**src/hw/rtl/lrufr_pkg.sv**
```systemverilog
// Shared types and codes for the LRU frame replacer.
// Item structs for both channels, the cell entry and the cell command bundle.
// No dependencies.
`default_nettype none

package lrufr_pkg;

    localparam int FRAME_W = 6;
    localparam int COUNT_W = 7;

    localparam logic [1:0] OP_VICTIM = 2'd0;
    localparam logic [1:0] OP_PIN    = 2'd1;
    localparam logic [1:0] OP_UNPIN  = 2'd2;

    localparam logic [COUNT_W-1:0] NUM_FRAMES_RESET = 7'd64;

    typedef struct packed {
        logic [1:0]         operation;
        logic [FRAME_W-1:0] frame;
    } lrufr_req_t;

    typedef struct packed {
        logic               victim_found;
        logic [FRAME_W-1:0] victim_frame;
        logic [COUNT_W-1:0] evictable_count;
    } lrufr_rsp_t;

    typedef struct packed {
        logic               valid;
        logic [FRAME_W-1:0] frame;
    } lrufr_entry_t;

    // Broadcast to every cell for the item being accepted
    typedef struct packed {
        logic               pin;    // pin request, frame in range
        logic               load;   // unpin of a frame not in the order
        logic [FRAME_W-1:0] frame;
    } lrufr_cmd_t;

endpackage

`default_nettype wire

```
**src/hw/rtl/lrufr_cell.sv**
```systemverilog
// One slot of the recency order: holds a frame number and its valid bit.
// Shifts toward the oldest end on a removal at or before it, loads on append.
// Depends on lrufr_pkg.
`default_nettype none

module lrufr_cell (
    input  logic                    aclk,
    input  logic                    aresetn,
    input  lrufr_pkg::lrufr_cmd_t   cmd,
    input  logic                    shift_in,
    output logic                    shift_out,
    input  logic                    prev_valid,
    input  lrufr_pkg::lrufr_entry_t next_entry,
    output lrufr_pkg::lrufr_entry_t entry,
    output logic                    match
);
    import lrufr_pkg::*;

    logic               valid_reg;
    logic [FRAME_W-1:0] frame_reg;
    logic               take;
    logic               load;

    assign match     = valid_reg && (frame_reg == cmd.frame);
    // a removal here or upstream pulls the neighbor's entry in
    assign shift_out = shift_in || (cmd.pin && match);
    assign take      = shift_out;
    // append lands in the first empty slot
    assign load      = cmd.load && !valid_reg && prev_valid;

    assign entry.valid = valid_reg;
    assign entry.frame = frame_reg;

    always_ff @(posedge aclk) begin
        if (!aresetn) begin
            valid_reg <= 1'b0;
        end else if (take) begin
            valid_reg <= next_entry.valid;
        end else if (load) begin
            valid_reg <= 1'b1;
        end
    end

    always_ff @(posedge aclk) begin
        if (take) begin
            frame_reg <= next_entry.frame;
        end else if (load) begin
            frame_reg <= cmd.frame;
        end
    end

endmodule

`default_nettype wire

```
**src/hw/rtl/lru_frame_replacer.sv**
```systemverilog
// LRU frame replacer: a row of cells holds the evictable frames, oldest in cell 0.
// The result is registered in the output register the cycle after an item is accepted.
// Throughput: one item per cycle unless m_ready stalls; the removal ripple sets the cycle.
// Reset: all frames pinned, order empty, num_frames 64; no clearing pass needed.
// Depends on lrufr_pkg and lrufr_cell.
`default_nettype none

module lru_frame_replacer #(
    parameter int NUM_FRAMES = 64
) (
    input  logic                  aclk,
    input  logic                  aresetn,
    input  logic                  s_valid,
    output logic                  s_ready,
    input  lrufr_pkg::lrufr_req_t s_data,
    output logic                  m_valid,
    input  logic                  m_ready,
    output lrufr_pkg::lrufr_rsp_t m_data,
    input  logic                  cfg_valid,
    output logic                  cfg_ready,
    input  logic [6:0]            cfg_data
);
    import lrufr_pkg::*;

    // only 64 frame numbers exist, so the order never holds more entries
    localparam int CHAIN_DEPTH = (NUM_FRAMES < 64) ? NUM_FRAMES : 64;
    localparam logic [COUNT_W-1:0] FRAME_CAP = COUNT_W'(CHAIN_DEPTH);

    logic [COUNT_W-1:0] num_frames_reg;
    logic [COUNT_W-1:0] count_reg;
    logic [COUNT_W-1:0] count_next;
    logic               m_valid_reg;
    lrufr_rsp_t         rsp_reg;
    lrufr_rsp_t         rsp_next;

    logic               accept;
    logic               in_range;
    logic               any_match;
    lrufr_cmd_t         cmd;

    lrufr_entry_t       entry_vec [CHAIN_DEPTH];
    logic [CHAIN_DEPTH:0]   shift_vec;
    logic [CHAIN_DEPTH-1:0] match_vec;
    logic [CHAIN_DEPTH-1:0] valid_vec;

    assign cfg_ready = 1'b1;
    assign s_ready   = !m_valid_reg || m_ready;
    assign accept    = s_valid && s_ready;
    assign m_valid   = m_valid_reg;
    assign m_data    = rsp_reg;

    assign in_range  = ({1'b0, s_data.frame} < num_frames_reg)
                    && ({1'b0, s_data.frame} < FRAME_CAP);
    assign any_match = |match_vec;

    assign cmd.frame = s_data.frame;
    assign cmd.pin   = accept && (s_data.operation == OP_PIN) && in_range;
    assign cmd.load  = accept && (s_data.operation == OP_UNPIN) && in_range && !any_match;

    assign shift_vec[0] = accept && (s_data.operation == OP_VICTIM) && entry_vec[0].valid;

    genvar gi;
    generate
        for (gi = 0; gi < CHAIN_DEPTH; gi++) begin : g_cell
            lrufr_entry_t next_entry;
            logic         prev_valid;

            if (gi == CHAIN_DEPTH - 1) begin : g_last
                assign next_entry = '0;
            end else begin : g_mid
                assign next_entry = entry_vec[gi+1];
            end

            if (gi == 0) begin : g_first
                assign prev_valid = 1'b1;
            end else begin : g_rest
                assign prev_valid = entry_vec[gi-1].valid;
            end

            lrufr_cell u_cell (
                .aclk       (aclk),
                .aresetn    (aresetn),
                .cmd        (cmd),
                .shift_in   (shift_vec[gi]),
                .shift_out  (shift_vec[gi+1]),
                .prev_valid (prev_valid),
                .next_entry (next_entry),
                .entry      (entry_vec[gi]),
                .match      (match_vec[gi])
            );

            assign valid_vec[gi] = entry_vec[gi].valid;
        end
    endgenerate

    // a removal anywhere ripples out of the last cell
    always_comb begin
        count_next = count_reg;
        if (shift_vec[CHAIN_DEPTH]) begin
            count_next = count_reg - 1'b1;
        end else if (cmd.load) begin
            count_next = count_reg + 1'b1;
        end
    end

    always_comb begin
        rsp_next                 = '0;
        rsp_next.victim_found    = shift_vec[0];
        rsp_next.victim_frame    = shift_vec[0] ? entry_vec[0].frame : '0;
        rsp_next.evictable_count = count_next;
    end

    always_ff @(posedge aclk) begin
        if (!aresetn) begin
            num_frames_reg <= NUM_FRAMES_RESET;
            count_reg      <= '0;
            m_valid_reg    <= 1'b0;
        end else begin
            if (cfg_valid && cfg_ready) begin
                num_frames_reg <= cfg_data;
            end
            if (accept) begin
                count_reg <= count_next;
            end
            if (accept) begin
                m_valid_reg <= 1'b1;
            end else if (m_ready) begin
                m_valid_reg <= 1'b0;
            end
        end
    end

    always_ff @(posedge aclk) begin
        if (accept) begin
            rsp_reg <= rsp_next;
        end
    end

    // count tracks the occupied cells
    a_count_matches: assert property (@(posedge aclk) disable iff (!aresetn)
        count_reg == $countones(valid_vec))
        else $error("evictable count out of step with cell row");

    // occupied cells stay packed at the oldest end
    a_packed: assert property (@(posedge aclk) disable iff (!aresetn)
        (valid_vec & (valid_vec + 1'b1)) == '0)
        else $error("hole in recency order");

    // a granted victim shrinks the order by one
    a_victim_count: assert property (@(posedge aclk) disable iff (!aresetn)
        shift_vec[0] |=> (count_reg == $past(count_reg) - 1'b1))
        else $error("victim did not reduce count");

    // no frame appears twice in the order
    a_no_dup_append: assert property (@(posedge aclk) disable iff (!aresetn)
        cmd.load |-> !any_match)
        else $error("append of a frame already in the order");

endmodule

`default_nettype wire
```
**config.mk**
```make
export PLATFORM = sky130hd
export DESIGN_NAME = lru_frame_replacer
export DESIGN_NICKNAME = d
export VERILOG_FILES = /design/src/hw/rtl/lrufr_pkg.sv /design/src/hw/rtl/lrufr_cell.sv /design/src/hw/rtl/lru_frame_replacer.sv
export SDC_FILE = /design/constraint.sdc
export NUM_CORES = 1
export LEC_CHECK = 0
export BUFFER_PORTS_ARGS = -buffer_cell sky130_fd_sc_hd__clkbuf_2
export CELL_PAD_IN_SITES_DETAIL_PLACEMENT = 2
export CELL_PAD_IN_SITES_GLOBAL_PLACEMENT = 2
export CORE_MARGIN = 2
export CORE_UTILIZATION = 50
export DETAILED_ROUTE_END_ITERATION = 7
export HOLD_SLACK_MARGIN = 0.08
export PLACE_DENSITY = 0.93
export SLEW_MARGIN = 20
export SYNTH_ARGS = -nofsm -noshare
export SYNTH_HDL_FRONTEND = slang
export SYNTH_HIERARCHICAL = 1
export SYNTH_SLANG_ARGS = --single-unit
```
**constraint.sdc**
```tcl
create_clock -name aclk -period 46.1 [get_ports aclk]
set_input_delay 0 -clock aclk [delete_from_list [all_inputs] [get_ports aclk]]
set_output_delay 0 -clock aclk [all_outputs]
set_load 0.03 [all_outputs]
```
# After elaboration in Yosys (flattened, before gate mapping)
# Index checks and enable logic that the tools add are counted.
dict set report word_totals {
  output_inout_bits 17
  reg_bits 477
}
dict set report classes {
  n_mux 256
  n_lt_le_gt_ge 1
  bitwise 1
  eq_ne 66
  addsub 2
  n_reduce_logical 461
}
# cell n
set ops {}
lappend ops {{2-to-1 mux 6 bit} 126}
lappend ops {{== test 6 bit} 64}
lappend ops {{logical AND 1 bit} 263}
lappend ops {{2-to-1 mux 1 bit} 128}
lappend ops {{nonzero test 2 bit} 64}
lappend ops {{zero test 1 bit} 66}
lappend ops {{logical OR 1 bit} 65}
lappend ops {{OR reduction 64 bit} 1}
lappend ops {{2-to-1 mux 7 bit} 2}
lappend ops {{adder 7 x 1 -> 7 bit, second input constant} 1}
lappend ops {{< comparator 6 x 7 -> 1 bit} 1}
lappend ops {{subtractor 7 x 1 -> 7 bit, second input constant} 1}
lappend ops {{== test 2 x 1 -> 1 bit, second input constant} 1}
lappend ops {{== test 2 bit, second input constant} 1}
lappend ops {{zero test 2 bit} 1}
lappend ops {{OR reduction 2 bit} 1}
lappend ops {{inverter 1 bit} 1}

# Depth between registers and ports, before layout
dict set report depth {
  ltp_word 71
  mapped_depth 142
  mapped_depth_nobuf 140
}

# Cells and area by module
# Netlist, hierarchy kept.
# mod area_per_inst_um2 instances seq_area_each_um2 cells_each
set by_module_without_submodules {}
lappend by_module_without_submodules {lrufr_cell 407.9 64 200.2 30}
lappend by_module_without_submodules {lru_frame_replacer 1948.1 1 720.7 224}

# Least setup slack after synthesis
# OpenSTA, ideal clock, no wires.
dict set report synth_path {
  path_type {register to register}
  start {reg m_valid_reg, in the netlist m_valid}
  end {reg rsp_reg (netlist bit m_data[4]) (data pin)}
  n_path_buf 1
  slack_ns 16.806
  arrival_ns 29.028
  setup_time_ns 0.266
  period_less_slack_ns 29.294
  path_stages_with_launch 138
  cell_sequence {dfxtp_1 nand2b_1 nand2_1 clkbuf_1 nor2_1 and3_2 a31oi_4 inv_1 a31oi_4 inv_1 a31oi_4 inv_1 a31oi_4 inv_1 a31oi_4 inv_1 a31oi_4 inv_1 [... 102 more ...] a31oi_4 inv_1 a31oi_4 inv_1 a31oi_4 inv_1 a31oi_4 inv_1 a31oi_4 inv_1 a31oi_4 inv_1 a31oi_4 inv_1 nor4_1 and3_1 a31oi_1 xnor2_1}
}
# item line
set synth_lines {}
lappend synth_lines {{start, declared} lru_frame_replacer.sv:32} ;# logic m_valid_reg;
lappend synth_lines {{start signal, assigned} lru_frame_replacer.sv:117} ;# m_valid_reg <= 1'b0;
lappend synth_lines {{start signal, assigned} lru_frame_replacer.sv:126} ;# m_valid_reg <= 1'b1;
lappend synth_lines {{start signal, assigned} lru_frame_replacer.sv:128} ;# m_valid_reg <= 1'b0;
lappend synth_lines {{end signal, assigned} lru_frame_replacer.sv:135} ;# rsp_reg <= rsp_next;
lappend synth_lines {{end, declared} lru_frame_replacer.sv:33} ;# lrufr_rsp_t rsp_reg;

==> results.md <==
- Outcome: finished with violations
- Failing checks: max-capacitance violations, max-slew violations
- Remaining antenna violation count: 0
- Number of ports placed on the die boundary: 37
- Primary FF master, synth: sky130_fd_sc_hd__edfxtp_1
- Initial drt markers: 3074
- Slew headroom: -31.8%
- Largest area contributor in the synthesized netlist: sky130_fd_sc_hd__edfxtp_1
- Transition at the pin with the smallest max-transition slack: 1.96 ns
- Number of hold buffers added after cts: 25
- Critical path type: flip-flop to flip-flop
- Total negative setup slack: 0 ns
- Via-to-Cell Ratio: 7.36
- Total cell area at the placement stage: 28900 um^2
- Max clock buf depth: 3
- Synthesis-to-finish area growth: 10.8%
- Pwr Total: 1080 uW
- Vias in the first global route: 23000
- Internal: 778 uW
- Number of antenna violations at the first check in global routing: 10
- Skew final: 0.0435 ns
- Setup repair after global routing missed its margin: false
- Post-cts repair resize count: 0
- Final Hold Vio Count: 0
- Gate power share: 9.6%
- Required time of the critical path: 46.50 ns
- TritonCTS clock tree: built
- Cell count after synthesis: 2144
- Total Routed Length: 138000 um
- Cell area power density: 34.7 nW/um^2
- Number of H-tree levels: 2
- Largest incremental delay on the critical path: 0.66 ns
- Max frequency: 0.0237 GHz
- Net total in the final layout: 2246
- Max FFs per register: 384
- Switching power share of the total: 27.9%
- Final critical-path required period: 42.19 ns
- Area of all placed cells without fillers: 31100 um^2
- Final routed DRC violation total: 0
- Later-pin clock latency in the skew report: 0.66 ns
- Proportion of synthesized chip area in sequential cells: 48.2%
- Horizontal die dimension: 241 um
- Crit path max fanout: 15
- Portion of total power attributed to sequential cells: 44.0%
- Clock network power share: 46.3%
- Setup Buffers After CTS: 0
- Final Cycle Share: 91.5%
- HPWL after detailed placement: 63600 um
- Syn. warnings: 6
- Top-area cell type share of the netlist area: 42.6%
- VDD IR max: 31.6 uV
- Number of synthesized flops with an enable pin: 398
- Grt ovf: 0
- Post-synthesis sequential element count: 477
- Cts bufs inserted: 54
- Final core occ: 56.2%
- Cell type of the slowest stage on the worst timing path: sky130_fd_sc_hd__nor4_1
- Buffer type at the clock tree root: sky130_fd_sc_hd__clkbuf_16
- Category of the worst setup path launch point: flip-flop
- Critical Path Sink Type: flip-flop
- Worst hold path depth: 7
- IO buf count: 35
- Total net switching power: 301 uW
- Class of the tightest hold or removal check: input port to flip-flop
- Vertical die dimension: 241 um
- Clock slew at the register clock pins of the worst setup and hold paths: 0.08 ns
- Post-Syn Area per Cell: 13.1 um^2
- Total iterations of the first detailed-routing run: 6
- Floorplan die area: 58000 um^2
- Vias post-DR: 22200
- Routed wirelength normalized by instance count: 45.7 um
- CTS Sinks: 477
- Largest net degree at the start of global routing: 74
- Final weighted congestion of routability-driven global placement: 0.840
- Synthesized cell area: 28100 um^2
- Data arrival at the endpoint of the critical path: 42.59 ns
- Async set-reset flop share out of synthesis: 0%
- Number of distinct library cell variants in the gate-level netlist after synthesis: 49
- Number of failing setup endpoints in the final timing report: 0
- Initial Util: 50.7%
- Max-cap violations: 1
- Final count of pins violating max slew: 2
- Leakage power: 0.0117 uW
- Worst Reg2Reg Path Length in Cells: 137
- Synth area leaders: sky130_fd_sc_hd__edfxtp_1 43%, sky130_fd_sc_hd__mux2_2 15%, sky130_fd_sc_hd__xnor2_1 6.2%, sky130_fd_sc_hd__xor2_1 6.1%, sky130_fd_sc_hd__dfxtp_1 5.6%
- Share of post-route cells with drive strength above 1: 35.2%
- Placement Rows: 86
- Core Region: 55300 um^2
- Global-route wire length before repair: 182000 um
- Global-route usage over all layers: 44.2%
==> cells by family (layout without fill, tap and decap cells) <==
logic type	Yosys count	count (layout)	share of synthesized area [%]
DFF	477	477	48.2
buffers and inverters	153	267	2.94
and+or+nand+nor	500	500	11.6
adders and majority gates	7	7	0.312
xor gates and xnor gates	391	391	12.2
AOI/OAI and AO/OA	223	223	9.00
other	2	12	0.0268
muxes	391	391	15.7
==> worst paths after layout <==
kind | slack [ns] | end | startpoint
worst min-delay path | 0.44 | count_reg[0]$_SDFFE_PN0N_ | s_data[6]
worst min register to register | 0.62 | g_cell[60].u_cell/frame_reg[3]$_DFFE_PP_ | g_cell[61].u_cell/frame_reg[3]$_DFFE_PP_
worst max-delay path | 3.91 | m_data[4]$_DFFE_PN_ | m_valid$_SDFFE_PN0P_
worst max register to register | 3.91 | m_data[4]$_DFFE_PN_ | m_valid$_SDFFE_PN0P_
==> per-layer routing <==
layer	vias to the layer above	track usage [%]	wire, um
met5	-	0	110
met4	16	32.8	13600
met3	909	11.1	14400
met2	2050	72.8	63000
met1	11200	49.7	46800
li1	8032	-	-
==> cell usage after synthesis, types with 2 or more instances <==
cell type and n:
sky130_fd_sc_hd__nor4b_1 3, sky130_fd_sc_hd__nor2_1 81, sky130_fd_sc_hd__nor3_2 64, sky130_fd_sc_hd__nand3_1 8
sky130_fd_sc_hd__a21o_1 2, sky130_fd_sc_hd__and3_1 4, sky130_fd_sc_hd__dfxtp_1 79, sky130_fd_sc_hd__ha_1 7
sky130_fd_sc_hd__o21ai_1 4, sky130_fd_sc_hd__nor4_1 33, sky130_fd_sc_hd__clkbuf_1 8, sky130_fd_sc_hd__a21oi_1 5
sky130_fd_sc_hd__nor3_1 4, sky130_fd_sc_hd__a31oi_4 64, sky130_fd_sc_hd__nand2b_1 2, sky130_fd_sc_hd__o21a_1 2
sky130_fd_sc_hd__or4_1 3, sky130_fd_sc_hd__nand4_1 12, sky130_fd_sc_hd__edfxtp_1 398, sky130_fd_sc_hd__o211a_1 64
sky130_fd_sc_hd__xnor2_1 197, sky130_fd_sc_hd__inv_1 76, sky130_fd_sc_hd__conb_1 2, sky130_fd_sc_hd__o21ai_0 68
sky130_fd_sc_hd__xor2_1 194, sky130_fd_sc_hd__and2_2 64, sky130_fd_sc_hd__mux2i_1 7, sky130_fd_sc_hd__mux2_2 384
sky130_fd_sc_hd__nand2_1 142, sky130_fd_sc_hd__nor4_4 2, sky130_fd_sc_hd__a31oi_1 7, sky130_fd_sc_hd__or3_1 2
sky130_fd_sc_hd__buf_4 66, sky130_fd_sc_hd__and2_1 7, sky130_fd_sc_hd__buf_2 2, sky130_fd_sc_hd__and4_4 64
==> power by group through the flow <==
stage | sequential [uW] | clock (uW) | combinational, uW
after global placement | 483 | 0 | 74.8
after floorplan | 483 | 0 | 47.2
after detailed placement | 484 | 0 | 82.7
final | 475 | 500 | 104
after CTS | 475 | 484 | 91.8
after global routing | 475 | 512 | 103
==> cell usage in the layout, fill, tap and decap left out, types with 4 or more instances in the layout <==
cell                            count
sky130_fd_sc_hd__a21oi_1            5
sky130_fd_sc_hd__a31oi_1            7
sky130_fd_sc_hd__a31oi_4           64
sky130_fd_sc_hd__and2_1             7
sky130_fd_sc_hd__and2_2            64
sky130_fd_sc_hd__and4_4            64
sky130_fd_sc_hd__buf_4             24
sky130_fd_sc_hd__buf_6              6
sky130_fd_sc_hd__bufinv_16          8
sky130_fd_sc_hd__clkbuf_1          15
sky130_fd_sc_hd__clkbuf_16         55
sky130_fd_sc_hd__clkbuf_2          28
sky130_fd_sc_hd__clkbuf_8           5
sky130_fd_sc_hd__clkinv_2          12
sky130_fd_sc_hd__conb_1             9
sky130_fd_sc_hd__dfxtp_1           79
sky130_fd_sc_hd__dlygate4sd3_1     25
sky130_fd_sc_hd__edfxtp_1         398
sky130_fd_sc_hd__ha_1               7
sky130_fd_sc_hd__inv_1             76
sky130_fd_sc_hd__mux2_2           384
sky130_fd_sc_hd__mux2i_1            7
sky130_fd_sc_hd__nand2_1          142
sky130_fd_sc_hd__nand3_1            8
sky130_fd_sc_hd__nand4_1           12
sky130_fd_sc_hd__nor2_1            81
sky130_fd_sc_hd__nor3_1             4
sky130_fd_sc_hd__nor3_2            64
sky130_fd_sc_hd__nor4_1            32
sky130_fd_sc_hd__o211a_1           64
sky130_fd_sc_hd__o21ai_0           39
sky130_fd_sc_hd__o21ai_1           33
sky130_fd_sc_hd__xnor2_1          197
sky130_fd_sc_hd__xor2_1           194
==> worst max-delay path, delay by kind of cell (launching register included) <==
family	cells	cell delay (ns)
AOI/OAI and AO/OA	65	25.28
buffers and inverters	66	13.71
and+or+nand+nor	5	2.11
DFF	1	0.37
xor gates and xnor gates	1	0.21
==> through the flow <==
step / setup slack (ns) / hold WS (ns) / cells
2_1_floorplan: 16.81 / 0.129 / 2151
3_3_place_gp: 15.79 / 0.251 / 2881
3_5_place_dp: 11.31 / 0.268 / 2881
4_1_cts: 8.57 / 0.195 / 3008
5_1_grt: 3.88 / 0.426 / 3013
6_report: 3.91 / 0.435 / 3016
==> cell type report <==
cell class | count | area, um^2
fillers | 5066 | 24200
multi-input cells | 1521 | 13700
flip-flops and latches | 477 | 13500
clock buffers | 75 | 1500
well taps | 748 | 936
repair buffers | 88 | 713
clock inverters | 27 | 360
inverters | 77 | 289
diodes | 3 | 7.51
Power figures use the tool's default switching activity.
